[src/design/lsa_ram.sv]
// ----------------------------------------------------------------------------
// lsa_ram
// Generic single write port, single read port RAM with registered read data.
// ----------------------------------------------------------------------------
module lsa_ram #(
  parameter int WIDTH = 8,
  parameter int DEPTH = 16
) (
  input  logic                     clk_i,
  input  logic                     we_i,
  input  logic [$clog2(DEPTH)-1:0] waddr_i,
  input  logic [WIDTH-1:0]         wdata_i,
  input  logic                     re_i,
  input  logic [$clog2(DEPTH)-1:0] raddr_i,
  output logic [WIDTH-1:0]         rdata_o
);

  logic [WIDTH-1:0] mem [DEPTH];
  logic [WIDTH-1:0] rdata_q;

  always_ff @(posedge clk_i) begin
    if (we_i) begin
      mem[waddr_i] <= wdata_i;
    end
    if (re_i) begin
      rdata_q <= mem[raddr_i];
    end
  end

  assign rdata_o = rdata_q;

endmodule

[config.mk]
export PLATFORM = sky130hd
export DESIGN_NAME = lsa_ram
export DESIGN_NICKNAME = d
export VERILOG_FILES = /design/src/design/lsa_ram.sv
export SDC_FILE = /design/constraint.sdc
export NUM_CORES = 1
export LEC_CHECK = 0
export BUFFER_PORTS_ARGS = -buffer_cell sky130_fd_sc_hd__buf_4
export CORE_MARGIN = 3
export CORE_UTILIZATION = 43
export DETAILED_ROUTE_END_ITERATION = 12
export HOLD_SLACK_MARGIN = 0.06
export PLACE_DENSITY_LB_ADDON = 0.08
export SYNTH_ARGS = -nofsm -noshare
export SYNTH_HDL_FRONTEND = slang
export SYNTH_SLANG_ARGS = --single-unit
[constraint.sdc]
create_clock -name clk_i -period 1.95 [get_ports clk_i]
set_input_delay 0.2925 -clock clk_i [delete_from_list [all_inputs] [get_ports clk_i]]
set_output_delay 0.2925 -clock clk_i [all_outputs]
set_load 0.005 [all_outputs]
==> flow_metrics.env <==
export IMPL_drtPass1Iterations=4
export IMPL_core_area_mm2=0.0117
export IMPL_r2r_end="rdata_o[0]"
export IMPL_rr_worst_depth=3
export IMPL_slew_headroom=0.715
export IMPL_setup_ws_ps=398
export IMPL_yosysTopAreaCell="edfxtp_1"
export IMPL_post_cts_resize_count=0
export IMPL_crit_path_end_kind="flip-flop"
export IMPL_cts_buffers=17
export IMPL_syn_to_final_growth_pct=19.2
export IMPL_post_cts_buffers=0
export IMPL_io_pins=27
export IMPL_grt_max_degree=17
export IMPL_synth_area_mm2=0.00523
export IMPL_hold_viol=0
export IMPL_synth_area_leaders="edfxtp_1 78%, mux4_2 7.8%, mux4_1 7.0%"
export IMPL_gr_total_overflow=0
export IMPL_status="finished, final reports clean"
export IMPL_met2RoutedLength_um=5180
export IMPL_dieArea_mm2=0.0135
export IMPL_drtIter0Drc=171
export IMPL_grt_pass1_vias=2539
export IMPL_place_gp_congestion=0.745
export IMPL_setup_viol=0
export IMPL_h_tree_depth=4
export IMPL_arrival_ps=1700
export IMPL_dp_slack_ps=-14.9
export IMPL_routed_via_density=5.49
export IMPL_ant_nets=0
export IMPL_clock_path_buffers=2
export IMPL_via_count=2432
export IMPL_fmax_ghz=0.644
export IMPL_slew_viol_final=0
export IMPL_worst_endpoint_required_ps=2100
export IMPL_die_h_um=116
export IMPL_synth_seq_cells=136
export IMPL_clk_pin_slew_worst_paths_ps=50
export IMPL_r2r_setup_slack_ps=400
export IMPL_crit_chain="mux4_1 > a22oi_1 > nand2_1"
export IMPL_clock_latency_ps=400
export IMPL_postCtsHoldBufs=0
export IMPL_dp_hpwl_um=7020
export IMPL_crit_path_start_kind="flip-flop"
export IMPL_antenna_found_initial=0
export IMPL_p_per_area_mw_per_mm2=1000
export IMPL_worst_path_buf_inv=0
export IMPL_rows=39
export IMPL_cp_endpoint="rdata_o[0]"
export IMPL_max_stage_delay_ps=560
export IMPL_finalCritPeriodShare=0.796
export IMPL_drive_gt1_frac=0.297
export IMPL_diodes=0
export IMPL_cp_top_family="multiplexers"
export IMPL_cts_tree="built"
export IMPL_netlist_area_leader_share=0.781
export IMPL_cts_sinks=136
export IMPL_cp_depth=3
export IMPL_layout_nets=308
export IMPL_grt_pass1_wl_um=15900
export IMPL_wl_met1_um=4860
export IMPL_rsz0062_at_grt="no"
export IMPL_period_needed_ps=1550
export IMPL_top_layer="met4"
export IMPL_wire_per_inst_um=23.7
export IMPL_worstMarginPinSlew_ps=428
export IMPL_start_util=0.448
export IMPL_startpoint="mem[5][0]"
export IMPL_p_leak_nw=2.11
export IMPL_tns_ps=0
export IMPL_io_buffers=26
export IMPL_cp_max_fo=1
export IMPL_r2r_start="mem[5][0]"
export IMPL_cpMaxStageDelayCell="mux4_1"
export IMPL_wl_um=10500
export IMPL_cts_root_buffer_cell="clkbuf_16"
export IMPL_yosys_warnings=0
export IMPL_hold_path_class="in -> reg"
export IMPL_holdWs_ps=189
export IMPL_synth_nets=248
export IMPL_synth_cells=229
export IMPL_drv_cap=0
export IMPL_grt_total_usage=0.173
export IMPL_die_w_um=116
export IMPL_route_detailed_drc=0
export IMPL_vdd_ir_drop_max_mv=0.574
export IMPL_seq_area_frac_synth=0.781
export IMPL_dr_wl_met3_um=361
export IMPL_synthDistinctLibCells=18
export IMPL_criticalPathCategory="reg -> reg"
export IMPL_finClkSkew_ps=5.03
export IMPL_avgSynthCellArea_um2=22.8
[synth_stat cells]
library cell / count
a22oi_1: 16
and2_1: 1
and2b_1: 1
buf_2: 3
buf_4: 1
buf_6: 3
clkdlybuf4s25_2: 3
edfxtp_1: 136
mux4_1: 14
mux4_2: 18
nand2_1: 9
nand2b_1: 2
nand3_1: 1
nand3b_1: 2
nor2_1: 13
nor2b_1: 1
nor3_1: 4
or3b_2: 1
[report_power, final]
| group | switching, W | internal [W] | total [W] |
|---|---|---|---|
| sequential | 0.0000160 | 0.00330 | 0.00331 |
| clock | 0.00104 | 0.00157 | 0.00261 |
| combinational | 0.000180 | 0.000160 | 0.000340 |
[logic make-up after synthesis]
kind of cell    synth area share
mux                        0.148
flops                      0.781
buf+inv                   0.0165
simple gates              0.0314
compound gates            0.0230
[layout by cell type, fill, tap and decap left out]
cell and instances:
edfxtp_1 136, buf_4 47, mux4_2 18, clkbuf_16 17
a22oi_1 16, mux4_1 14, nor2_1 13, nand2_1 9
clkinv_1 7, nor3_1 4, clkbuf_1 4, buf_12 4
nand3b_1 2, nand2b_1 2, clkinv_2 2, nor2b_1 1
and2_1 1, and2b_1 1, nand3_1 1, or3b_2 1
[registers in the layout, summed over array words and instances, names as in the netlist]
name,cells
mem,128
rdata_o,8
[cell type report]
cell class | instances | area (µm²)
fillers | 910 | 5430
well taps | 143 | 179
flip-flops and latches | 136 | 4080
clock buffers | 21 | 440
multi-input cells | 83 | 1060
clock inverters | 9 | 36.3
repair buffers | 51 | 433
[worst min path at each step]
stage | start | endpoint | slack, ps | cells after the start
after global placement | re_i | rdata_o[2] | 600 | 1
after floorplan | wdata_i[0] | mem[0][0] | 390 | 0
after global routing | re_i | rdata_o[2] | 180 | 1
after CTS | re_i | rdata_o[2] | 170 | 1
final | re_i | rdata_o[2] | 190 | 1
after detailed placement | re_i | rdata_o[2] | 600 | 1
[per-layer routing]
layer | up-vias | global-route usage
met3 | 7 | 0.0435
met2 | 55 | 0.260
met1 | 1270 | 0.245
li1 | 1100 | -
met4 | 0 | 0.0673
met5 | - | 0
[per-stage QoR]
step	total power (W)	instances	cell area (µm²)	util
floorplan	0.00353	229	5230	-
global placement	0.00372	413	5750	0.493
detailed placement	0.00372	413	5750	0.493
CTS	0.00631	443	6230	0.534
global route	0.00647	443	6230	0.534
finish	0.00626	443	6230	0.534
No activity file was read; power rests on OpenSTA's default activity.
