File: src/design/lsa_pkg.sv
// ----------------------------------------------------------------------------
// lsa_pkg
// Shared types, codes and sizing constants of the lifo stack allocator.
// ----------------------------------------------------------------------------
package lsa_pkg;

  // record stack sizing
  localparam int MAX_RECORDS = 64;
  localparam int REC_IDX_W   = $clog2(MAX_RECORDS);
  localparam int REC_CNT_W   = REC_IDX_W + 1;

  // region geometry
  localparam int ADDR_BITS     = 20;
  localparam int HEADER_BYTES  = 16;
  localparam int HEADER_ALIGN  = 8;
  localparam int BACKPTR_BYTES = 8;

  // field widths
  localparam int OP_W    = 2;
  localparam int STAT_W  = 3;
  localparam int SIZE_W  = 21;
  localparam int ALIGN_W = 13;
  localparam int OFF_W   = ADDR_BITS;
  localparam int TOP_W   = ADDR_BITS + 1;
  localparam int SUM_W   = ADDR_BITS + 2;
  localparam int CAP_W   = 21;
  localparam int CNT_W   = 32;
  localparam int REC_W   = OFF_W + SIZE_W + TOP_W;

  localparam logic [TOP_W-1:0] CAP_LIMIT  = TOP_W'(1) << ADDR_BITS;
  localparam logic [SUM_W-1:0] HDR_PAD    = SUM_W'(HEADER_ALIGN - 1);
  localparam logic [SUM_W-1:0] HDR_EXTRA  = SUM_W'(HEADER_BYTES + BACKPTR_BYTES);
  localparam logic [CAP_W-1:0] CAP_RESET  = CAP_W'(65536);

  // configuration port
  localparam int PADDR_W   = 3;
  localparam int PDATA_W   = 32;
  localparam int REG_IDX_W = PADDR_W - 2;
  localparam logic [REG_IDX_W-1:0] REG_CAPACITY = REG_IDX_W'(0);

  typedef enum logic [OP_W-1:0] {
    OP_ALLOC     = 2'd0,
    OP_FREE      = 2'd1,
    OP_RESET_TOP = 2'd2,
    OP_CLR_STATS = 2'd3
  } lsa_op_e;

  typedef enum logic [STAT_W-1:0] {
    ST_OK            = 3'd0,
    ST_ZERO_SIZE     = 3'd1,
    ST_BAD_ALIGN     = 3'd2,
    ST_NO_MEM        = 3'd3,
    ST_NOT_OWNED     = 3'd4,
    ST_SIZE_MISMATCH = 3'd5,
    ST_LIFO          = 3'd6,
    ST_FULL          = 3'd7
  } lsa_status_e;

  typedef struct packed {
    logic [OFF_W-1:0]  data;
    logic [SIZE_W-1:0] size;
    logic [TOP_W-1:0]  prev;
  } lsa_record_t;

  typedef struct packed {
    logic                 we;
    logic [REC_IDX_W-1:0] waddr;
    lsa_record_t          wdata;
    logic                 re;
    logic [REC_IDX_W-1:0] raddr;
  } lsa_mem_req_t;

  typedef struct packed {
    lsa_status_e      status;
    logic [OFF_W-1:0] data_offset;
    logic [TOP_W-1:0] used_bytes;
    logic [TOP_W-1:0] remaining_bytes;
    logic [TOP_W-1:0] peak_bytes;
    logic [CNT_W-1:0] alloc_total;
    logic [CNT_W-1:0] free_total;
    logic [CNT_W-1:0] active_total;
  } lsa_result_t;

endpackage

File: src/design/lsa_apb_regs.sv
// ----------------------------------------------------------------------------
// lsa_apb_regs
// APB-style configuration register file holding the region capacity.
// ----------------------------------------------------------------------------
module lsa_apb_regs
  import lsa_pkg::*;
(
  input  logic               clk_i,
  input  logic               rst_ni,
  input  logic               psel,
  input  logic               penable,
  input  logic               pwrite,
  input  logic [PADDR_W-1:0] paddr,
  input  logic [PDATA_W-1:0] pwdata,
  output logic [PDATA_W-1:0] prdata,
  output logic               pready,
  output logic [CAP_W-1:0]   capacity_o
);

  logic [CAP_W-1:0]     capacity_q;
  logic [REG_IDX_W-1:0] reg_idx;
  logic                 wr_en;

  assign reg_idx = paddr[PADDR_W-1:2];
  assign pready  = 1'b1;
  assign wr_en   = psel && penable && pwrite && pready;

  always_ff @(posedge clk_i or negedge rst_ni) begin
    if (!rst_ni) begin
      capacity_q <= CAP_RESET;
    end else if (wr_en && (reg_idx == REG_CAPACITY)) begin
      capacity_q <= pwdata[CAP_W-1:0];
    end
  end

  always_comb begin
    prdata = '0;
    if (reg_idx == REG_CAPACITY) begin
      prdata = PDATA_W'(capacity_q);
    end
  end

  assign capacity_o = capacity_q;

endmodule

File: config.mk
export PLATFORM = sky130hd
export DESIGN_NAME = lsa_apb_regs
export DESIGN_NICKNAME = d
export VERILOG_FILES = /design/src/design/lsa_pkg.sv /design/src/design/lsa_apb_regs.sv
export SDC_FILE = /design/constraint.sdc
export NUM_CORES = 1
export LEC_CHECK = 0
export BUFFER_PORTS_ARGS = -buffer_cell sky130_fd_sc_hd__buf_2
export CORE_MARGIN = 2
export CORE_UTILIZATION = 36
export CTS_BUF_LIST = sky130_fd_sc_hd__clkbuf_8
export CTS_CLUSTER_SIZE = 12
export DETAILED_ROUTE_END_ITERATION = 7
export PLACE_DENSITY = 0.86
export SLEW_MARGIN = 25
export SYNTH_ARGS = -nofsm -noshare
export SYNTH_HDL_FRONTEND = slang
export SYNTH_SLANG_ARGS = --single-unit
export TNS_END_PERCENT = 1
File: constraint.sdc
create_clock -name clk_i -period 0.8 [get_ports clk_i]
set_input_delay 0.2 -clock clk_i [delete_from_list [all_inputs] [get_ports clk_i]]
set_output_delay 0.2 -clock clk_i [all_outputs]
set_load 0.05 [all_outputs]
==> results of run 1 <==
[cell families (layout without fill, tap and decap cells)]
kind of cell / Yosys count / count (layout) / synth area share, %
other: 2 / 12 / 0.670
and+or+nand+nor: 22 / 22 / 13.8
muxes: 21 / 21 / 27.8
buffers and inverters: 16 / 81 / 10.7
DFF: 21 / 21 / 47.0
[placed cells by master (no fill, tap or decap)]
cell type	instances
conb_1	12
clkbuf_8	3
dlygate4sd3_1	1
dfrtp_1	20
buf_8	7
buf_2	25
buf_6	36
dfstp_2	1
inv_1	1
buf_4	6
mux2_2	1
buf_12	2
nor2b_4	21
mux2_4	20
nand4b_4	1
[stage by stage]
| step | cells | instance area (µm²) | util (%) | hold WS [ps] |
|---|---|---|---|---|
| 2_1_floorplan | 92 | 1320 | - | -95.6 |
| 3_3_place_gp | 185 | 1660 | 55.4 | 132 |
| 3_5_place_dp | 185 | 1660 | 55.4 | 137 |
| 4_1_cts | 190 | 1990 | 66.2 | 169 |
| 5_1_grt | 190 | 2010 | 67.0 | 172 |
| 6_report | 190 | 2010 | 67.0 | 171 |
[path summary, 6_finish.rpt]
kind / from / depth (start not counted) / slack, ps / to
max in group asynchronous: rst_ni / 3 / 160 / capacity_o[16]
setup / recovery: capacity_o[16] / 2 / -480 / prdata[16]
hold / removal: pwdata[20] / 2 / 170 / capacity_o[20]
hold reg to reg: capacity_o[8] / 1 / 560 / capacity_o[8]
min in group asynchronous: rst_ni / 3 / 410 / capacity_o[18]
setup reg to reg: capacity_o[16] / 2 / -40 / capacity_o[16]
[synth_stat cells]
library cell	instances	area, µm²
clkbuf_1	2	7.51
nand4b_4	1	23.8
mux2_4	20	300
conb_1	2	7.51
dfstp_2	1	26.3
buf_4	12	90.1
mux2_2	1	11.3
dfrtp_1	20	500
buf_6	2	22.5
nor2b_1	21	131
[power groups by stage]
stage | logic (mW) | clock network, mW | registers (mW)
2_1_floorplan | 1.40 | 0 | 2.32
3_5_place_dp | 2.76 | 0 | 1.52
3_3_place_gp | 2.72 | 0 | 1.48
4_1_cts | 3.26 | 0.693 | 1.55
6_report | 3.32 | 0.679 | 1.55
5_1_grt | 3.43 | 0.750 | 1.59
[worst max-delay path: stages (launching register included)]
cell     delay (ps)
dfstp_2         540
nor2b_4         130
buf_6           160
[layer usage]
layer	up-vias	track usage (%)	part of all wire [%]
met5	-	0	0
met4	0	5.71	0.89
met3	2	2.38	6.8
met2	47	34.3	56
met1	422	19.4	36
li1	391	-	-
[timing repair]
action / in CTS / in global routing
hold endpoints to repair: 20 / 0
pin swaps: 0 / 0
resized for setup: 85 / 7
cloned: 0 / 0
endpoints found under the setup margin: 62 / 63
hold buffers: 1 / 0
setup buffers: 0 / 0
[area by class of cell]
type                            count  area [µm²]  share of cell area (%)
Clock buffer                        3        41.3                    2.05
Timing Repair Buffer               77         731                    36.3
Sequential cell                    21         527                    26.2
Clock inverter                      1        3.75                   0.186
Multi-Input combinational cell     55         669                    33.3
Tap cell                           33        41.3                    2.05
==> flow_metrics.py, run 1 <==
metrics = {
    "floorplanning": {
        "fp.dieH_um": 59.8,
        "start_util_pct": 37.3,
        "die_width_um": 59.8,
        "dieArea_mm2": 0.00358,
        "design.core.area_mm2": 0.00300,
        "io_pins": 94,
        "rows": 20,
    },
    "detailed_routing": {
        "drc": 0,
        "dr_total_vias": 862,
        "finalWirelength_mm": 3.02,
        "wl_per_cell_um": 15.9,
        "via_per_inst": 4.54,
        "final_antenna_net_count": 0,
        "initialDrtViolationCount": 14,
        "drt_first_pass_iters": 3,
    },
    "timing": {
        "rsz0062_at_grt": "yes",
        "finalCritPeriodShare_pct": 160,
        "setup_viol": 62,
        "min_period_ps": 1280,
        "fin_ws_ps": -481,
        "maxSlewViolCount": 0,
        "finalSetupTns_ps": -13940,
        "fmax_ghz": 0.781,
        "finalClockSkew_ps": 0,
        "hold_viol_final": 0,
    },
    "power_and_ir_drop": {
        "p_leak_nw": 1.09,
        "seqPwrFrac_pct": 28.0,
        "swShare_pct": 45.0,
        "power_mw": 5.55,
        "ir_worst_vdd_mv": 1.09,
        "p_per_area_mw_per_mm2": 2750,
        "power.internal_mw": 3.05,
        "comb_power_share_pct": 59.8,
        "pwr-share-clk_pct": 12.2,
        "netSwitchingPower_mw": 2.50,
    },
    "cts": {
        "clk_pin_slew_ps": 80,
        "clk_latency_ps": 250,
        "cts_htree_levels": 1,
        "cts-root-buf": "clkbuf_8",
        "cts_tree": "built",
        "cts_buffers": 3,
        "cts_sinks": 21,
        "clk_path_buf_depth": 2,
    },
    "global_route": {
        "grt_pass1_wl_mm": 4.66,
        "gr-usage-all-layers_pct": 17.7,
        "grt_max_degree": 15,
        "overflow": 0,
        "grt_antenna_before_repair": 0,
        "grt_pass1_vias": 929,
    },
    "cells_and_area": {
        "syn_to_final_growth_pct": 79.6,
        "nFillCells": 208,
        "drive_gt1_share_pct": 78.3,
        "largest_reg_flops": 21,
        "diodes": 0,
        "layout.nets": 198,
    },
    "placement": {
        "placement.io_buffers": 68,
        "gp_congestion": 0.687,
        "hpwl_mm": 2.14,
        "pre_cts_slack_ps": -475,
    },
    "yosys": {
        "synth_area_mm2": 0.00112,
        "yosys_warnings": 0,
        "ys_ff_latch": 21,
        "synth.yosys.seq_area_share_pct": 47.0,
        "synth_cell_types": 10,
        "avgSynthCellArea_um2": 13.7,
        "synthesis.instances": 82,
    },
    "outcome": {
        "violations": "negative setup slack",
        "status": "complete, but fails checks",
    },
    "worst_setup_path": {
        "required_ps": 600,
        "cp-end-kind": "output pin",
        "worstSetupPathType": "register to output pin",
        "path_max_fanout": 2,
        "crit_path_start_kind": "register",
        "critical_path_arrival_ps": 1080,
    },
    "job": {
        "max_cap_viol_count": 0,
    },
    "worst_hold_path": {
        "min_path_type": "primary input to register",
    },
}
No activity file was read; power rests on OpenSTA's default activity.
==> inputs of run 2 (changes only) <==
--- a/config.mk
+++ b/config.mk
@@ -6,12 +6,14 @@
 export NUM_CORES = 1
 export LEC_CHECK = 0
 export BUFFER_PORTS_ARGS = -buffer_cell sky130_fd_sc_hd__buf_2
+export CELL_PAD_IN_SITES_DETAIL_PLACEMENT = 1
+export CELL_PAD_IN_SITES_GLOBAL_PLACEMENT = 2
 export CORE_MARGIN = 2
-export CORE_UTILIZATION = 36
+export CORE_UTILIZATION = 20
 export CTS_BUF_LIST = sky130_fd_sc_hd__clkbuf_8
 export CTS_CLUSTER_SIZE = 12
 export DETAILED_ROUTE_END_ITERATION = 7
-export PLACE_DENSITY = 0.86
+export PLACE_DENSITY = 0.85
 export SLEW_MARGIN = 25
 export SYNTH_ARGS = -nofsm -noshare
 export SYNTH_HDL_FRONTEND = slang
==> flow_metrics.py, run 2 (synthesized netlist as in run 1, its figures left out) <==
metrics = {
    "worst_setup_path": {
        "required_ps": 600,
        "crit_path_start_kind": "register",
        "cpPeakStageDelay_ps": 560,
        "worst-path-buf-inv": 1,
        "critical_path_arrival_ps": 1130,
        "cp_slowest_cell": "dfstp_2",
        "path_cells": "nor2b_4 > buf_8",
        "crit_cells": 2,
        "path_max_fanout": 3,
        "rr_worst_depth": 2,
        "worstSetupPathType": "register to output pin",
        "worst_path_dominant_cell_family": "flip-flops",
        "cp-end-kind": "output pin",
    },
    "global_route": {
        "grt_pass1_wl_mm": 4.93,
        "overflow": 0,
        "grt_max_degree": 16,
        "grt_pass1_vias": 978,
        "grt_antenna_before_repair": 0,
        "gr-usage-all-layers_pct": 10.4,
    },
    "cells_and_area": {
        "largest_reg_flops": 21,
        "diodes": 0,
        "layout.nets": 207,
        "drive_gt1_share_pct": 80.1,
        "layout_common_cells": "buf_6, buf_2, nor2b_4, mux2_4",
        "final_common_cell": "buf_6",
        "fin_util_pct": 38.5,
        "syn_to_final_growth_pct": 87.9,
    },
    "timing": {
        "hold_slack_ps": 164,
        "rsz0062_at_grt": "yes",
        "finalClockSkew_ps": 0,
        "fmax_ghz": 0.752,
        "setup_viol": 59,
        "min_period_ps": 1330,
        "fin_ws_ps": -529,
        "hold_viol_final": 0,
        "finalCritPeriodShare_pct": 166,
        "maxSlewViolCount": 0,
    },
    "power_and_ir_drop": {
        "p_per_area_mw_per_mm2": 2670,
        "netSwitchingPower_mw": 2.50,
        "p_leak_nw": 1.13,
        "seqPwrFrac_pct": 27.1,
        "swShare_pct": 44.4,
        "ir_worst_vdd_mv": 0.929,
        "power.internal_mw": 3.13,
        "pwr-share-clk_pct": 12.6,
        "comb_power_share_pct": 60.3,
    },
    "floorplanning": {
        "die_width_um": 78.9,
        "io_pins": 94,
        "rows": 27,
        "dieArea_mm2": 0.00622,
        "start_util_pct": 20.5,
        "design.core.area_mm2": 0.00547,
        "fp.dieH_um": 78.9,
    },
    "detailed_routing": {
        "finalWirelength_mm": 3.07,
        "drt_first_pass_iters": 2,
        "initialDrtViolationCount": 8,
        "dr_total_vias": 881,
        "wl_per_cell_um": 12.9,
        "final_antenna_net_count": 0,
        "drc": 0,
        "via_per_inst": 3.70,
    },
    "cts": {
        "cts_htree_levels": 1,
        "cts_buffers": 3,
        "clk_latency_ps": 260,
        "clk_pin_slew_ps": 80,
        "cts_sinks": 21,
        "cts_tree": "built",
        "cts-root-buf": "clkbuf_8",
        "clk_path_buf_depth": 2,
    },
    "worst_hold_path": {
        "min_path_cells": 2,
        "min_path_type": "primary input to register",
    },
    "outcome": {
        "violations": "negative setup slack",
        "status": "complete, but fails checks",
    },
    "job": {
        "max_cap_viol_count": 0,
    },
    "placement": {
        "gp_congestion": 0.615,
        "placement.io_buffers": 68,
        "hpwl_mm": 2.44,
        "pre_cts_slack_ps": -331,
    },
}
## run 2: cell count changes in the layout (fill, tap and decap cells not counted), sizes merged
| cell | change |
|---|---|
| buf | +9 |
| clkinv | +1 |
| inv | -1 |
## run 2: repair_timing
| item | in CTS | in global routing |
|---|---|---|
| gates resized for setup | 79 | 4 |
| buffers inserted | 0 | 0 |
| hold buffers | 1 | 0 |
| endpoints found under the hold margin | 7 | 0 |
| endpoints found under the setup margin | 63 | 63 |
## run 2: layer usage
metal	part of all wire (%)	vias to the layer above	GRT usage [%]	wire [µm]
li1	-	410	-	-
met1	42	414	12.6	1280
met2	49	51	17.5	1490
met3	8.6	6	3.52	265
met4	1.0	0	3.10	31
met5	0	-	0	0
## run 2: worst paths after layout
| check | from | end | slack, ps |
|---|---|---|---|
| min in group asynchronous | rst_ni | capacity_o[9] | 330 |
| setup reg to reg | capacity_o[8] | capacity_o[8] | -120 |
| hold / removal | pwdata[16] | capacity_o[16] | 160 |
| hold reg to reg | capacity_o[12] | capacity_o[12] | 580 |
| setup / recovery | capacity_o[16] | prdata[16] | -530 |
| max in group asynchronous | rst_ni | capacity_o[6] | 130 |
## run 2: area by class of cell
type	instances	area, µm²
Clock inverter	1	5.00
Sequential cell	21	527
Fill cell	608	3370
Timing Repair Buffer	86	771
Multi-Input combinational cell	55	673
Clock buffer	3	41.3
Tap cell	72	90.1
## run 2: metrics by stage
stage / total power, mW / instance area (µm²) / cells / TNS (ps)
2_1_floorplan: 3.72 / 1320 / 92 / -13670
3_3_place_gp: 4.41 / 1790 / 233 / -13070
3_5_place_dp: 4.46 / 1790 / 233 / -13600
4_1_cts: 5.68 / 2090 / 238 / -15280
5_1_grt: 5.87 / 2110 / 238 / -16810
6_report: 5.63 / 2110 / 238 / -14630
## run 2: power groups by stage
stage,Combinational (mW),Clock [mW],Sequential [mW]
3_5_place_dp,2.94,0,1.52
5_1_grt,3.53,0.771,1.57
4_1_cts,3.40,0.751,1.54
6_report,3.39,0.707,1.53
2_1_floorplan,1.40,0,2.32
3_3_place_gp,2.91,0,1.51
