==> config.mk <==
export PLATFORM = sky130hd
export DESIGN_NAME = lsa_core
export DESIGN_NICKNAME = d
export VERILOG_FILES = /design/src/design/lsa_pkg.sv /design/src/design/lsa_core.sv
export SDC_FILE = /design/constraint.sdc
export NUM_CORES = 1
export LEC_CHECK = 0
export BUFFER_PORTS_ARGS = -buffer_cell sky130_fd_sc_hd__buf_2
export CORE_MARGIN = 8
export CORE_UTILIZATION = 50
export DETAILED_ROUTE_END_ITERATION = 6
export GPL_TIMING_DRIVEN = 1
export PLACE_DENSITY_LB_ADDON = 0.12
export SLEW_MARGIN = 20
export SYNTH_ARGS = -nofsm -noshare
export SYNTH_HDL_FRONTEND = slang
export SYNTH_SLANG_ARGS = --single-unit
==> constraint.sdc <==
create_clock -name clk_i -period 13.1 [get_ports clk_i]
set_input_delay 1.965 -clock clk_i [delete_from_list [all_inputs] [get_ports clk_i]]
set_output_delay 1.965 -clock clk_i [all_outputs]
set_load 0.05 [all_outputs]
==> src/design/lsa_pkg.sv <==
// ----------------------------------------------------------------------------
// lsa_pkg
// Shared types, codes and sizing constants of the lifo stack allocator.
// ----------------------------------------------------------------------------
package lsa_pkg;

  // record stack sizing
  localparam int MAX_RECORDS = 64;
  localparam int REC_IDX_W   = $clog2(MAX_RECORDS);
  localparam int REC_CNT_W   = REC_IDX_W + 1;

  // region geometry
  localparam int ADDR_BITS     = 20;
  localparam int HEADER_BYTES  = 16;
  localparam int HEADER_ALIGN  = 8;
  localparam int BACKPTR_BYTES = 8;

  // field widths
  localparam int OP_W    = 2;
  localparam int STAT_W  = 3;
  localparam int SIZE_W  = 21;
  localparam int ALIGN_W = 13;
  localparam int OFF_W   = ADDR_BITS;
  localparam int TOP_W   = ADDR_BITS + 1;
  localparam int SUM_W   = ADDR_BITS + 2;
  localparam int CAP_W   = 21;
  localparam int CNT_W   = 32;
  localparam int REC_W   = OFF_W + SIZE_W + TOP_W;

  localparam logic [TOP_W-1:0] CAP_LIMIT  = TOP_W'(1) << ADDR_BITS;
  localparam logic [SUM_W-1:0] HDR_PAD    = SUM_W'(HEADER_ALIGN - 1);
  localparam logic [SUM_W-1:0] HDR_EXTRA  = SUM_W'(HEADER_BYTES + BACKPTR_BYTES);
  localparam logic [CAP_W-1:0] CAP_RESET  = CAP_W'(65536);

  // configuration port
  localparam int PADDR_W   = 3;
  localparam int PDATA_W   = 32;
  localparam int REG_IDX_W = PADDR_W - 2;
  localparam logic [REG_IDX_W-1:0] REG_CAPACITY = REG_IDX_W'(0);

  typedef enum logic [OP_W-1:0] {
    OP_ALLOC     = 2'd0,
    OP_FREE      = 2'd1,
    OP_RESET_TOP = 2'd2,
    OP_CLR_STATS = 2'd3
  } lsa_op_e;

  typedef enum logic [STAT_W-1:0] {
    ST_OK            = 3'd0,
    ST_ZERO_SIZE     = 3'd1,
    ST_BAD_ALIGN     = 3'd2,
    ST_NO_MEM        = 3'd3,
    ST_NOT_OWNED     = 3'd4,
    ST_SIZE_MISMATCH = 3'd5,
    ST_LIFO          = 3'd6,
    ST_FULL          = 3'd7
  } lsa_status_e;

  typedef struct packed {
    logic [OFF_W-1:0]  data;
    logic [SIZE_W-1:0] size;
    logic [TOP_W-1:0]  prev;
  } lsa_record_t;

  typedef struct packed {
    logic                 we;
    logic [REC_IDX_W-1:0] waddr;
    lsa_record_t          wdata;
    logic                 re;
    logic [REC_IDX_W-1:0] raddr;
  } lsa_mem_req_t;

  typedef struct packed {
    lsa_status_e      status;
    logic [OFF_W-1:0] data_offset;
    logic [TOP_W-1:0] used_bytes;
    logic [TOP_W-1:0] remaining_bytes;
    logic [TOP_W-1:0] peak_bytes;
    logic [CNT_W-1:0] alloc_total;
    logic [CNT_W-1:0] free_total;
    logic [CNT_W-1:0] active_total;
  } lsa_result_t;

endpackage

==> src/design/lsa_core.sv <==
// ----------------------------------------------------------------------------
// lsa_core
// Request sequencer: offset arithmetic, record stack scan and update over the
// record RAM, allocator state and the result register.
// ----------------------------------------------------------------------------
module lsa_core
  import lsa_pkg::*;
(
  input  logic               clk_i,
  input  logic               rst_ni,
  input  logic               in_valid_i,
  output logic               in_ready_o,
  input  logic [OP_W-1:0]    opcode_i,
  input  logic [SIZE_W-1:0]  request_size_i,
  input  logic [ALIGN_W-1:0] alignment_i,
  input  logic [OFF_W-1:0]   free_offset_i,
  input  logic [CAP_W-1:0]   capacity_i,
  output lsa_mem_req_t       mem_req_o,
  input  lsa_record_t        rd_data_i,
  output logic               out_valid_o,
  input  logic               out_ready_i,
  output lsa_result_t        result_o
);

  typedef enum logic [2:0] {
    S_IDLE,
    S_EXEC,
    S_FIT,
    S_SCAN,
    S_OUT
  } state_e;

  state_e               state_q, state_d;
  lsa_op_e              op_q, op_d;
  logic [SIZE_W-1:0]    size_q, size_d;
  logic [ALIGN_W-1:0]   align_q, align_d;
  logic [OFF_W-1:0]     off_q, off_d;
  logic [TOP_W-1:0]     top_q, top_d;
  logic [TOP_W-1:0]     peak_q, peak_d;
  logic [CNT_W-1:0]     alloc_cnt_q, alloc_cnt_d;
  logic [CNT_W-1:0]     free_cnt_q, free_cnt_d;
  logic [REC_CNT_W-1:0] rec_cnt_q, rec_cnt_d;
  logic [SUM_W-1:0]     data_q, data_d;
  lsa_status_e          status_q, status_d;
  logic [OFF_W-1:0]     dout_q, dout_d;
  logic [REC_IDX_W-1:0] idx_q, idx_d;
  logic                 out_valid_q, out_valid_d;
  lsa_result_t          out_q, out_d;

  logic [TOP_W-1:0]     eff_cap;
  logic [SUM_W-1:0]     cap_ext;
  logic [SUM_W-1:0]     top_ext;
  logic [SUM_W-1:0]     hdr_base;
  logic [ALIGN_W-1:0]   align_m1;
  logic [SUM_W-1:0]     amask;
  logic [SUM_W-1:0]     data_calc;
  logic [SUM_W-1:0]     newtop;
  logic                 bad_align;
  logic [SUM_W-1:0]     rec_end;
  logic [SUM_W-1:0]     free_end;
  logic [REC_IDX_W-1:0] top_rec_idx;
  logic                 push_en;
  logic [REC_IDX_W-1:0] push_idx;
  lsa_mem_req_t         mem_req;

  // capacity in use is limited to the addressable region
  assign eff_cap = (TOP_W'(capacity_i) > CAP_LIMIT) ? CAP_LIMIT : TOP_W'(capacity_i);
  assign cap_ext = SUM_W'(eff_cap);
  assign top_ext = SUM_W'(top_q);

  // header aligned slot plus back pointer, then data aligned up
  assign hdr_base  = ((top_ext + HDR_PAD) & ~HDR_PAD) + HDR_EXTRA;
  assign align_m1  = align_q - ALIGN_W'(1);
  assign amask     = SUM_W'(align_m1);
  assign data_calc = (hdr_base + amask) & ~amask;
  assign newtop    = data_q + SUM_W'(size_q);
  assign bad_align = (align_q == '0) || ((align_q & align_m1) != '0);

  assign rec_end     = SUM_W'(rd_data_i.data) + SUM_W'(rd_data_i.size);
  assign free_end    = SUM_W'(off_q) + SUM_W'(size_q);
  assign top_rec_idx = REC_IDX_W'(rec_cnt_q - REC_CNT_W'(1));

  always_comb begin
    state_d     = state_q;
    op_d        = op_q;
    size_d      = size_q;
    align_d     = align_q;
    off_d       = off_q;
    top_d       = top_q;
    peak_d      = peak_q;
    alloc_cnt_d = alloc_cnt_q;
    free_cnt_d  = free_cnt_q;
    rec_cnt_d   = rec_cnt_q;
    data_d      = data_q;
    status_d    = status_q;
    dout_d      = dout_q;
    idx_d       = idx_q;
    out_valid_d = out_valid_q;
    out_d       = out_q;
    push_en     = 1'b0;
    push_idx    = '0;
    mem_req     = '0;

    if (out_valid_q && out_ready_i) begin
      out_valid_d = 1'b0;
    end

    case (state_q)
      S_IDLE: begin
        if (in_valid_i) begin
          op_d     = lsa_op_e'(opcode_i);
          size_d   = request_size_i;
          align_d  = alignment_i;
          off_d    = free_offset_i;
          status_d = ST_OK;
          dout_d   = '0;
          state_d  = S_EXEC;
        end
      end

      S_EXEC: begin
        case (op_q)
          OP_ALLOC: begin
            data_d  = data_calc;
            state_d = S_FIT;
          end
          OP_FREE: begin
            if ((eff_cap == '0) || (TOP_W'(off_q) >= eff_cap) || (rec_cnt_q == '0)) begin
              status_d = ST_NOT_OWNED;
              state_d  = S_OUT;
            end else begin
              mem_req.re    = 1'b1;
              mem_req.raddr = top_rec_idx;
              idx_d         = top_rec_idx;
              state_d       = S_SCAN;
            end
          end
          OP_RESET_TOP: begin
            top_d   = '0;
            state_d = S_OUT;
          end
          OP_CLR_STATS: begin
            peak_d      = top_q;
            alloc_cnt_d = '0;
            free_cnt_d  = '0;
            state_d     = S_OUT;
          end
          default: begin
            state_d = S_OUT;
          end
        endcase
      end

      S_FIT: begin
        if (size_q == '0) begin
          status_d = ST_ZERO_SIZE;
          state_d  = S_OUT;
        end else if (bad_align) begin
          status_d = ST_BAD_ALIGN;
          state_d  = S_OUT;
        end else if ((eff_cap == '0) || (newtop > cap_ext)) begin
          status_d = ST_NO_MEM;
          state_d  = S_OUT;
        end else if (rec_cnt_q == '0) begin
          push_en  = 1'b1;
          push_idx = '0;
        end else begin
          mem_req.re    = 1'b1;
          mem_req.raddr = top_rec_idx;
          idx_d         = top_rec_idx;
          state_d       = S_SCAN;
        end
      end

      S_SCAN: begin
        if (op_q == OP_ALLOC) begin
          // drop records left beyond the top by a top reset
          if (rec_end > top_ext) begin
            if (idx_q == '0) begin
              push_en  = 1'b1;
              push_idx = '0;
            end else begin
              mem_req.re    = 1'b1;
              mem_req.raddr = idx_q - REC_IDX_W'(1);
              idx_d         = idx_q - REC_IDX_W'(1);
            end
          end else if (idx_q == REC_IDX_W'(MAX_RECORDS - 1)) begin
            status_d = ST_FULL;
            state_d  = S_OUT;
          end else begin
            push_en  = 1'b1;
            push_idx = idx_q + REC_IDX_W'(1);
          end
        end else begin
          // newest-first search for the freed offset
          if (rd_data_i.data == off_q) begin
            if (rd_data_i.size != size_q) begin
              status_d = ST_SIZE_MISMATCH;
            end else if (free_end > top_ext) begin
              status_d = ST_LIFO;
            end else begin
              top_d      = rd_data_i.prev;
              rec_cnt_d  = REC_CNT_W'(idx_q);
              free_cnt_d = free_cnt_q + CNT_W'(1);
            end
            state_d = S_OUT;
          end else if (idx_q == '0) begin
            status_d = ST_NOT_OWNED;
            state_d  = S_OUT;
          end else begin
            mem_req.re    = 1'b1;
            mem_req.raddr = idx_q - REC_IDX_W'(1);
            idx_d         = idx_q - REC_IDX_W'(1);
          end
        end
      end

      S_OUT: begin
        if (!out_valid_q || out_ready_i) begin
          out_valid_d           = 1'b1;
          out_d.status          = status_q;
          out_d.data_offset     = dout_q;
          out_d.used_bytes      = top_q;
          out_d.remaining_bytes = (eff_cap > top_q) ? (eff_cap - top_q) : '0;
          out_d.peak_bytes      = peak_q;
          out_d.alloc_total     = alloc_cnt_q;
          out_d.free_total      = free_cnt_q;
          out_d.active_total    = alloc_cnt_q - free_cnt_q;
          state_d               = S_IDLE;
        end
      end

      default: begin
        state_d = S_IDLE;
      end
    endcase

    if (push_en) begin
      mem_req.we         = 1'b1;
      mem_req.waddr      = push_idx;
      mem_req.wdata.data = data_q[OFF_W-1:0];
      mem_req.wdata.size = size_q;
      mem_req.wdata.prev = top_q;
      rec_cnt_d          = REC_CNT_W'(push_idx) + REC_CNT_W'(1);
      top_d              = newtop[TOP_W-1:0];
      if (newtop[TOP_W-1:0] > peak_q) begin
        peak_d = newtop[TOP_W-1:0];
      end
      alloc_cnt_d = alloc_cnt_q + CNT_W'(1);
      dout_d      = data_q[OFF_W-1:0];
      status_d    = ST_OK;
      state_d     = S_OUT;
    end
  end

  always_ff @(posedge clk_i or negedge rst_ni) begin
    if (!rst_ni) begin
      state_q     <= S_IDLE;
      op_q        <= OP_ALLOC;
      size_q      <= '0;
      align_q     <= '0;
      off_q       <= '0;
      top_q       <= '0;
      peak_q      <= '0;
      alloc_cnt_q <= '0;
      free_cnt_q  <= '0;
      rec_cnt_q   <= '0;
      data_q      <= '0;
      status_q    <= ST_OK;
      dout_q      <= '0;
      idx_q       <= '0;
      out_valid_q <= 1'b0;
      out_q       <= '0;
    end else begin
      state_q     <= state_d;
      op_q        <= op_d;
      size_q      <= size_d;
      align_q     <= align_d;
      off_q       <= off_d;
      top_q       <= top_d;
      peak_q      <= peak_d;
      alloc_cnt_q <= alloc_cnt_d;
      free_cnt_q  <= free_cnt_d;
      rec_cnt_q   <= rec_cnt_d;
      data_q      <= data_d;
      status_q    <= status_d;
      dout_q      <= dout_d;
      idx_q       <= idx_d;
      out_valid_q <= out_valid_d;
      out_q       <= out_d;
    end
  end

  assign in_ready_o  = (state_q == S_IDLE);
  assign mem_req_o   = mem_req;
  assign out_valid_o = out_valid_q;
  assign result_o    = out_q;

endmodule
==> flow_metrics.py, run 1 <==
metrics = {
    "sta": {
        "fin_worst_skew_ns": 0.0219,
        "postLayoutSetupSlackWorst_ns": 3.52,
        "max_freq_mhz": 104,
        "maxSlewViolCount": 0,
        "slew_headroom_pct": 30.2,
        "rsz0062_at_grt": "false",
        "period_share_pct": 73.1,
        "setup_viol": 0,
        "final_hold_viol_count": 0,
        "hold_slack_ns": 0.471,
        "fin_tns_setup_ns": 0,
        "tightest_slew_ns": 1.05,
        "min_period_ns": 9.58,
    },
    "power": {
        "p_int_w": 0.00443,
        "total_power_w": 0.00902,
        "p_sw_w": 0.00458,
        "seq_power_share_pct": 24.9,
        "p_per_area_nw_per_um2": 298,
        "p_leak_nw": 15.4,
        "p_sw_share_pct": 50.8,
        "comb_power_share_pct": 60.9,
        "ir_drop_mv": 0.183,
        "p_clk_share_pct": 14.2,
    },
    "synthesis": {
        "yosysWarnings": 0,
        "synth_ff_type": "dfrtp_1",
        "ys_seq_area_share_pct": 38.1,
        "netlist_area_um2": 26100,
        "synth_most_common_cell": "dfrtp_1",
        "avgSynthCellArea_um2": 9.40,
        "async_flop_share_pct": 100,
        "synth-seq-cells": 397,
        "syn_inst": 2774,
        "netlist_top_cells_count": "397 x dfrtp_1, 271 x nand2_1, 250 x ha_1",
        "synthTopCellsByArea": "dfrtp_1 38%, ha_1 12%, xnor2_1 4.7%",
        "yosysTopAreaCell": "dfrtp_1",
        "synth_top_area_share_pct": 38.1,
        "synth_cell_type_count": 81,
        "synth_edf_count": 0,
    },
    "critical_path": {
        "cp.required_ns": 11.14,
        "crit_start": "rd_data_i[21]",
        "crit_cells": 26,
        "critical_path_arrival_ns": 7.61,
        "timing.critical_path.to": "mem_req_o[60]",
        "rr_worst_depth": 23,
        "r2r-end": "free_cnt_q[19]",
        "crit_path_top_delay_cell": "buf_4",
        "start_kind": "input port",
        "reg2reg_setup_slack_ns": 6.38,
        "crit_family": "compound AO/OA/AOI/OAI gates",
        "path_max_fanout": 47,
        "critPathMaxStageDelay_ns": 0.49,
        "path_buf_inv": 4,
        "worst-setup-path-type": "input port to primary output",
        "r2r-start": "size_q[1]",
        "worstSetupEndpointType": "primary output",
    },
    "routing": {
        "dr.pass1.iters": 5,
        "drc": 0,
        "ant_nets": 0,
        "num_vias": 22646,
        "drt_iter0_markers": 1777,
        "viasPerCell": 5.86,
        "wl_per_cell_um": 23.1,
        "drt_wl_total_mm": 89.3,
    },
    "die": {
        "fp.dieArea_um2": 59700,
        "fp.dieW_um": 244,
        "core-area_um2": 51400,
        "start_util_pct": 50.7,
        "die_height_um": 244,
        "io_pins": 403,
        "rows": 83,
    },
    "clocking": {
        "hold_buffers": 0,
        "worstSkewPairLatency_ns": 0.59,
        "cts_tree": "done",
        "cts_resized": 0,
        "postCtsSetupBuffers": 0,
        "clk_path_buf_depth": 3,
        "path_clk_slew_ns": 0.06,
        "clock_sinks": 397,
        "cts_made_buffers": 45,
        "h-tree-depth": 2,
        "root_buffer": "clkbuf_16",
    },
    "hold_path": {
        "min_path_type": "register to register",
    },
    "placement": {
        "io_buffer_count": 396,
        "dp_cells": 3779,
        "dpl.hpwl_mm": 69.8,
        "dp_slack_ns": 3.62,
        "place_congestion": 0.988,
    },
    "global_routing": {
        "grt_overflow": 0,
        "antenna_found_initial": 5,
        "grt_pass1_wl_mm": 135,
        "grt_max_degree": 166,
        "first_global_vias": 22784,
        "grt_usage_pct": 28.9,
    },
    "flow_run": {
        "cap_violations": 0,
    },
    "finish": {
        "final_nets": 3546,
        "syn_to_final_growth_pct": 15.9,
        "drive_gt1_share_pct": 20.2,
        "final_cells": 3863,
    },
    "status": {
        "status": "completed",
    },
}
power by group through the flow:
stage | logic (W) | registers (W) | clock network (W)
6_report | 0.00549 | 0.00224 | 0.00128
5_1_grt | 0.00601 | 0.00228 | 0.00135
4_1_cts | 0.00545 | 0.00223 | 0.00131
3_5_place_dp | 0.00542 | 0.00225 | 0
3_3_place_gp | 0.00527 | 0.00224 | 0
2_1_floorplan | 0.00342 | 0.00264 | 0
per-stage QoR:
step | cell area (µm²) | util, %
after floorplan | 26100 | -
after global placement | 28700 | 55.8
after detailed placement | 28700 | 55.8
after CTS | 30200 | 58.7
after global routing | 30200 | 58.8
final | 30200 | 58.8
placed cells by master, fill, tap and decap left out, types with 11 or more instances in the layout:
| master | instances |
|---|---|
| mux2_2 | 108 |
| a21o_1 | 83 |
| nand2b_1 | 16 |
| nor4_1 | 25 |
| o21bai_1 | 20 |
| buf_4 | 26 |
| and3_1 | 34 |
| dfrtp_1 | 397 |
| ha_1 | 250 |
| xor2_1 | 69 |
| xnor2_1 | 140 |
| a31oi_1 | 24 |
| or3_1 | 19 |
| nand3_1 | 76 |
| clkbuf_16 | 45 |
| o21ai_0 | 190 |
| o21ai_1 | 45 |
| o21a_1 | 30 |
| a22o_1 | 26 |
| a211oi_1 | 16 |
| nor2b_1 | 15 |
| nor3_1 | 55 |
| or2_2 | 11 |
| inv_1 | 174 |
| buf_2 | 395 |
| nand4_1 | 36 |
| a21oi_1 | 128 |
| nand2_1 | 271 |
| mux2i_1 | 42 |
| o211ai_1 | 28 |
| and2_1 | 50 |
| o31ai_1 | 15 |
| nor2_1 | 151 |
worst min-delay path: cells and delay by family (launching register included):
| family | cells | cell delay [ns] |
|---|---|---|
| AOI/OAI and AO/OA | 1 | 0.06 |
| DFF | 1 | 0.34 |
| and+or+nand+nor | 1 | 0.04 |
layout make-up:
type | instances | area (µm²)
Antenna cell | 3 | 7.51
Clock buffer | 60 | 1240
Clock inverter | 20 | 240
Fill cell | 4574 | 21200
Inverter | 175 | 657
Multi-Input combinational cell | 2104 | 15000
Sequential cell | 397 | 9930
Tap cell | 680 | 851
Timing Repair Buffer | 424 | 2230
layer usage:
metal,wire length [µm],global-route usage (%)
met2,42100,47.9
met5,32,0
met1,36500,36.2
met3,5990,5.30
met4,4690,14.2
kinds of logic after synthesis:
group	share of synthesized area [%]
AND/OR/NAND/NOR	14.7
AO/OA/AOI/OAI	16.9
flip-flops	38.1
buffers and inverters	4.31
adder cells (fa/ha/maj)	12.5
XOR/XNOR	7.02
multiplexers	6.45
other	0.0144
how the worst min path moves through the flow:
| stage | depth (start not counted) | end | slack, ns | startpoint |
|---|---|---|---|---|
| 2_1_floorplan | 1 | dout_q[10] | 0.45 | dout_q[10] |
| 3_5_place_dp | 2 | result_o[14] | 0.46 | result_o[14] |
| 6_report | 2 | result_o[9] | 0.47 | result_o[9] |
| 3_3_place_gp | 2 | result_o[10] | 0.46 | result_o[10] |
| 4_1_cts | 2 | result_o[14] | 0.48 | result_o[14] |
| 5_1_grt | 1 | dout_q[15] | 0.49 | dout_q[15] |
registers in the layout (all words and copies together), names as in the netlist:
| name | flops |
|---|---|
| align_q | 13 |
| alloc_cnt_q | 32 |
| data_q | 19 |
| dout_q | 17 |
| free_cnt_q | 32 |
| idx_q | 6 |
| off_q | 20 |
| op_q | 2 |
| out_valid_o | 1 |
| peak_q | 21 |
| rec_cnt_q | 7 |
| result_o | 179 |
| size_q | 21 |
| state_q | 3 |
| status_q | 3 |
| top_q | 21 |
No activity file was read; power rests on OpenSTA's default activity.
==> run 2, diff against run 1 <==
--- a/config.mk
+++ b/config.mk
@@ -5,6 +5,7 @@
 export SDC_FILE = /design/constraint.sdc
 export NUM_CORES = 1
 export LEC_CHECK = 0
+export ABC_AREA = 1
 export BUFFER_PORTS_ARGS = -buffer_cell sky130_fd_sc_hd__buf_2
 export CORE_MARGIN = 8
 export CORE_UTILIZATION = 50
==> constraint.sdc (replaced) <==
create_clock -name clk_i -period 9.4 [get_ports clk_i]
set_input_delay 1.41 -clock clk_i [delete_from_list [all_inputs] [get_ports clk_i]]
set_output_delay 1.41 -clock clk_i [all_outputs]
set_load 0.05 [all_outputs]
==> flow_metrics.py, run 2 <==
metrics = {
    "routing": {
        "viasPerCell": 5.54,
        "wl_per_cell_um": 20.4,
        "ant_nets": 0,
        "drt_wl_total_mm": 96.2,
        "drt_iter0_markers": 2306,
        "num_vias": 26159,
        "dr.pass1.iters": 6,
        "drc": 0,
    },
    "clocking": {
        "cts_resized": 0,
        "h-tree-depth": 2,
        "hold_buffers": 0,
        "clk_path_buf_depth": 3,
        "postCtsSetupBuffers": 0,
        "root_buffer": "clkbuf_16",
        "worstSkewPairLatency_ns": 0.62,
        "path_clk_slew_ns": 0.06,
        "clock_sinks": 397,
        "cts_made_buffers": 48,
        "cts_tree": "done",
    },
    "placement": {
        "dpl.hpwl_mm": 75.3,
        "io_buffer_count": 396,
        "place_congestion": 1.01,
        "place_area_um2": 30000,
    },
    "synthesis": {
        "synth_ff_type": "dfrtp_1",
        "synth-seq-cells": 397,
        "async_flop_share_pct": 100,
        "syn_inst": 3611,
        "netlist_area_um2": 27400,
        "avgSynthCellArea_um2": 7.59,
        "yosysTopAreaCell": "dfrtp_1",
        "synth_most_common_cell": "nand2_1",
        "ys_seq_area_share_pct": 36.2,
        "synth_cell_type_count": 60,
        "yosysWarnings": 0,
        "synth_top_area_share_pct": 36.2,
        "synth_edf_count": 0,
        "synthTopCellsByArea": "dfrtp_1 36%, ha_1 11%, nand2_1 10%",
        "netlist_top_cells_count": "754 x nand2_1, 457 x inv_1, 397 x dfrtp_1",
    },
    "finish": {
        "final_nets": 4377,
        "layout_common_cells": "753 x nand2_1, 456 x inv_1, 397 x dfrtp_1",
        "multi_input_area_um2": 15300,
        "syn_to_final_growth_pct": 15.8,
        "largest_register_ff_count": 179,
        "layout_commonest_cell": "nand2_1",
        "drive_gt1_share_pct": 14.9,
        "postLayoutCellArea_um2": 31700,
        "nFillCells": 5273,
        "regArea_um2": 9930,
    },
    "die": {
        "start_util_pct": 50.1,
        "die_height_um": 250,
        "io_pins": 403,
        "fp.dieW_um": 250,
        "fp.dieArea_um2": 62600,
        "core-area_um2": 54700,
        "rows": 86,
    },
    "critical_path": {
        "r2r-start": "size_q[3]",
        "path_max_fanout": 79,
        "critical_path_arrival_ns": 6.37,
        "worstSetupEndpointType": "primary output",
        "critPathMaxStageDelay_ns": 0.67,
        "start_kind": "input port",
        "r2r-end": "alloc_cnt_q[31]",
        "crit_path_top_delay_cell": "inv_4",
        "path_common_cell": "nand2_1",
        "worst-setup-path-type": "input port to primary output",
        "cp.required_ns": 7.99,
        "rr_worst_depth": 26,
        "reg2reg_setup_slack_ns": 2.62,
    },
    "sta": {
        "setup_viol": 0,
        "slew_headroom_pct": 29.1,
        "min_period_ns": 7.78,
        "max_freq_mhz": 129,
        "rsz0062_at_grt": "false",
        "final_hold_viol_count": 0,
        "tightest_slew_ns": 1.06,
        "fin_tns_setup_ns": 0,
        "period_share_pct": 82.8,
        "maxSlewViolCount": 0,
        "fin_worst_skew_ns": 0.0223,
    },
    "hold_path": {
        "holdPathEnd": "result_o[180]",
        "min_path_type": "register to register",
        "min_from": "result_o[180]",
        "min_path_cells": 2,
    },
    "global_routing": {
        "grt_overflow": 0,
        "grt_usage_pct": 29.8,
        "grt_pass1_wl_mm": 147,
        "grt_max_degree": 162,
        "first_global_vias": 24891,
        "antenna_found_initial": 3,
    },
    "power": {
        "p_leak_nw": 16.4,
        "ir_drop_mv": 0.190,
        "p_per_area_nw_per_um2": 342,
    },
    "flow_run": {
        "cap_violations": 0,
    },
    "status": {
        "status": "completed",
    },
}
==> run 2: cell types whose count changed after synthesis, moves of 74 or more <==
cell and change:
a21oi_1 +101, nand2_1 +483, inv_1 +283, xnor2_1 -87, mux2_2 -86, a21o_1 -74, nor2_1 +163, o21ai_0 +120
==> run 2: logic make-up after synthesis <==
group,share of synthesized area [%]
AO/OA/AOI/OAI,15.0
multiplexers,0.904
buffers and inverters,8.13
XOR/XNOR,4.79
flip-flops,36.2
other,0.0137
AND/OR/NAND/NOR,23.0
adder cells (fa/ha/maj),11.9
==> run 2: worst max-delay path by stage <==
stage	startpoint	end
floorplan	rd_data_i[21]	mem_req_o[10]
global placement	rd_data_i[21]	mem_req_o[28]
detailed placement	rd_data_i[21]	mem_req_o[25]
CTS	rd_data_i[21]	mem_req_o[25]
global route	rd_data_i[21]	mem_req_o[34]
finish	rd_data_i[21]	mem_req_o[13]
==> run 2: per-layer routing <==
layer	GRT usage, %	share of wire, %	vias to the layer above	wire (µm)
met5	0	0	-	0
met4	11.6	4.1	0	3920
met3	4.71	6.7	196	6460
met2	48.5	46	972	43900
met1	39.6	44	12233	41900
li1	-	-	12758	-
==> run 2: through the flow <==
| step | hold slack, ns | total power [W] | std cells | worst slack, ns | util, % |
|---|---|---|---|---|---|
| detailed placement | 0.453 | 0.00877 | 4632 | 1.69 | 54.9 |
| CTS | 0.468 | 0.0108 | 4721 | 1.67 | 58.1 |
| global route | 0.498 | 0.0117 | 4724 | 1.15 | 58.1 |
| finish | 0.466 | 0.0108 | 4724 | 1.62 | 58.1 |
| floorplan | 0.450 | 0.00695 | 3616 | 2.45 | - |
| global placement | 0.450 | 0.00870 | 4632 | 1.80 | 54.9 |
==> run 2: layout make-up <==
class / count / area share [%]
Sequential cell: 397 / 31.3
Clock buffer: 61 / 4.10
Tap cell: 704 / 2.78
Inverter: 471 / 5.60
Clock inverter: 28 / 1.25
Timing Repair Buffer: 416 / 6.79
Multi-Input combinational cell: 2644 / 48.2
Antenna cell: 3 / 0.0237
==> run 2: power by group <==
| part | internal, W | switching [W] |
|---|---|---|
| Clock | 0.00119 | 0.000800 |
| Combinational | 0.00194 | 0.00423 |
| Sequential | 0.00218 | 0.000513 |
| Total | 0.00530 | 0.00555 |
==> run 2: worst max-delay path, delay by kind of cell <==
kind	cells	cell delay (ns)
simple gates	12	1.32
xor+xnor	1	0.16
fa+ha+maj	3	0.98
buf+inv	3	1.02
compound gates	7	1.41
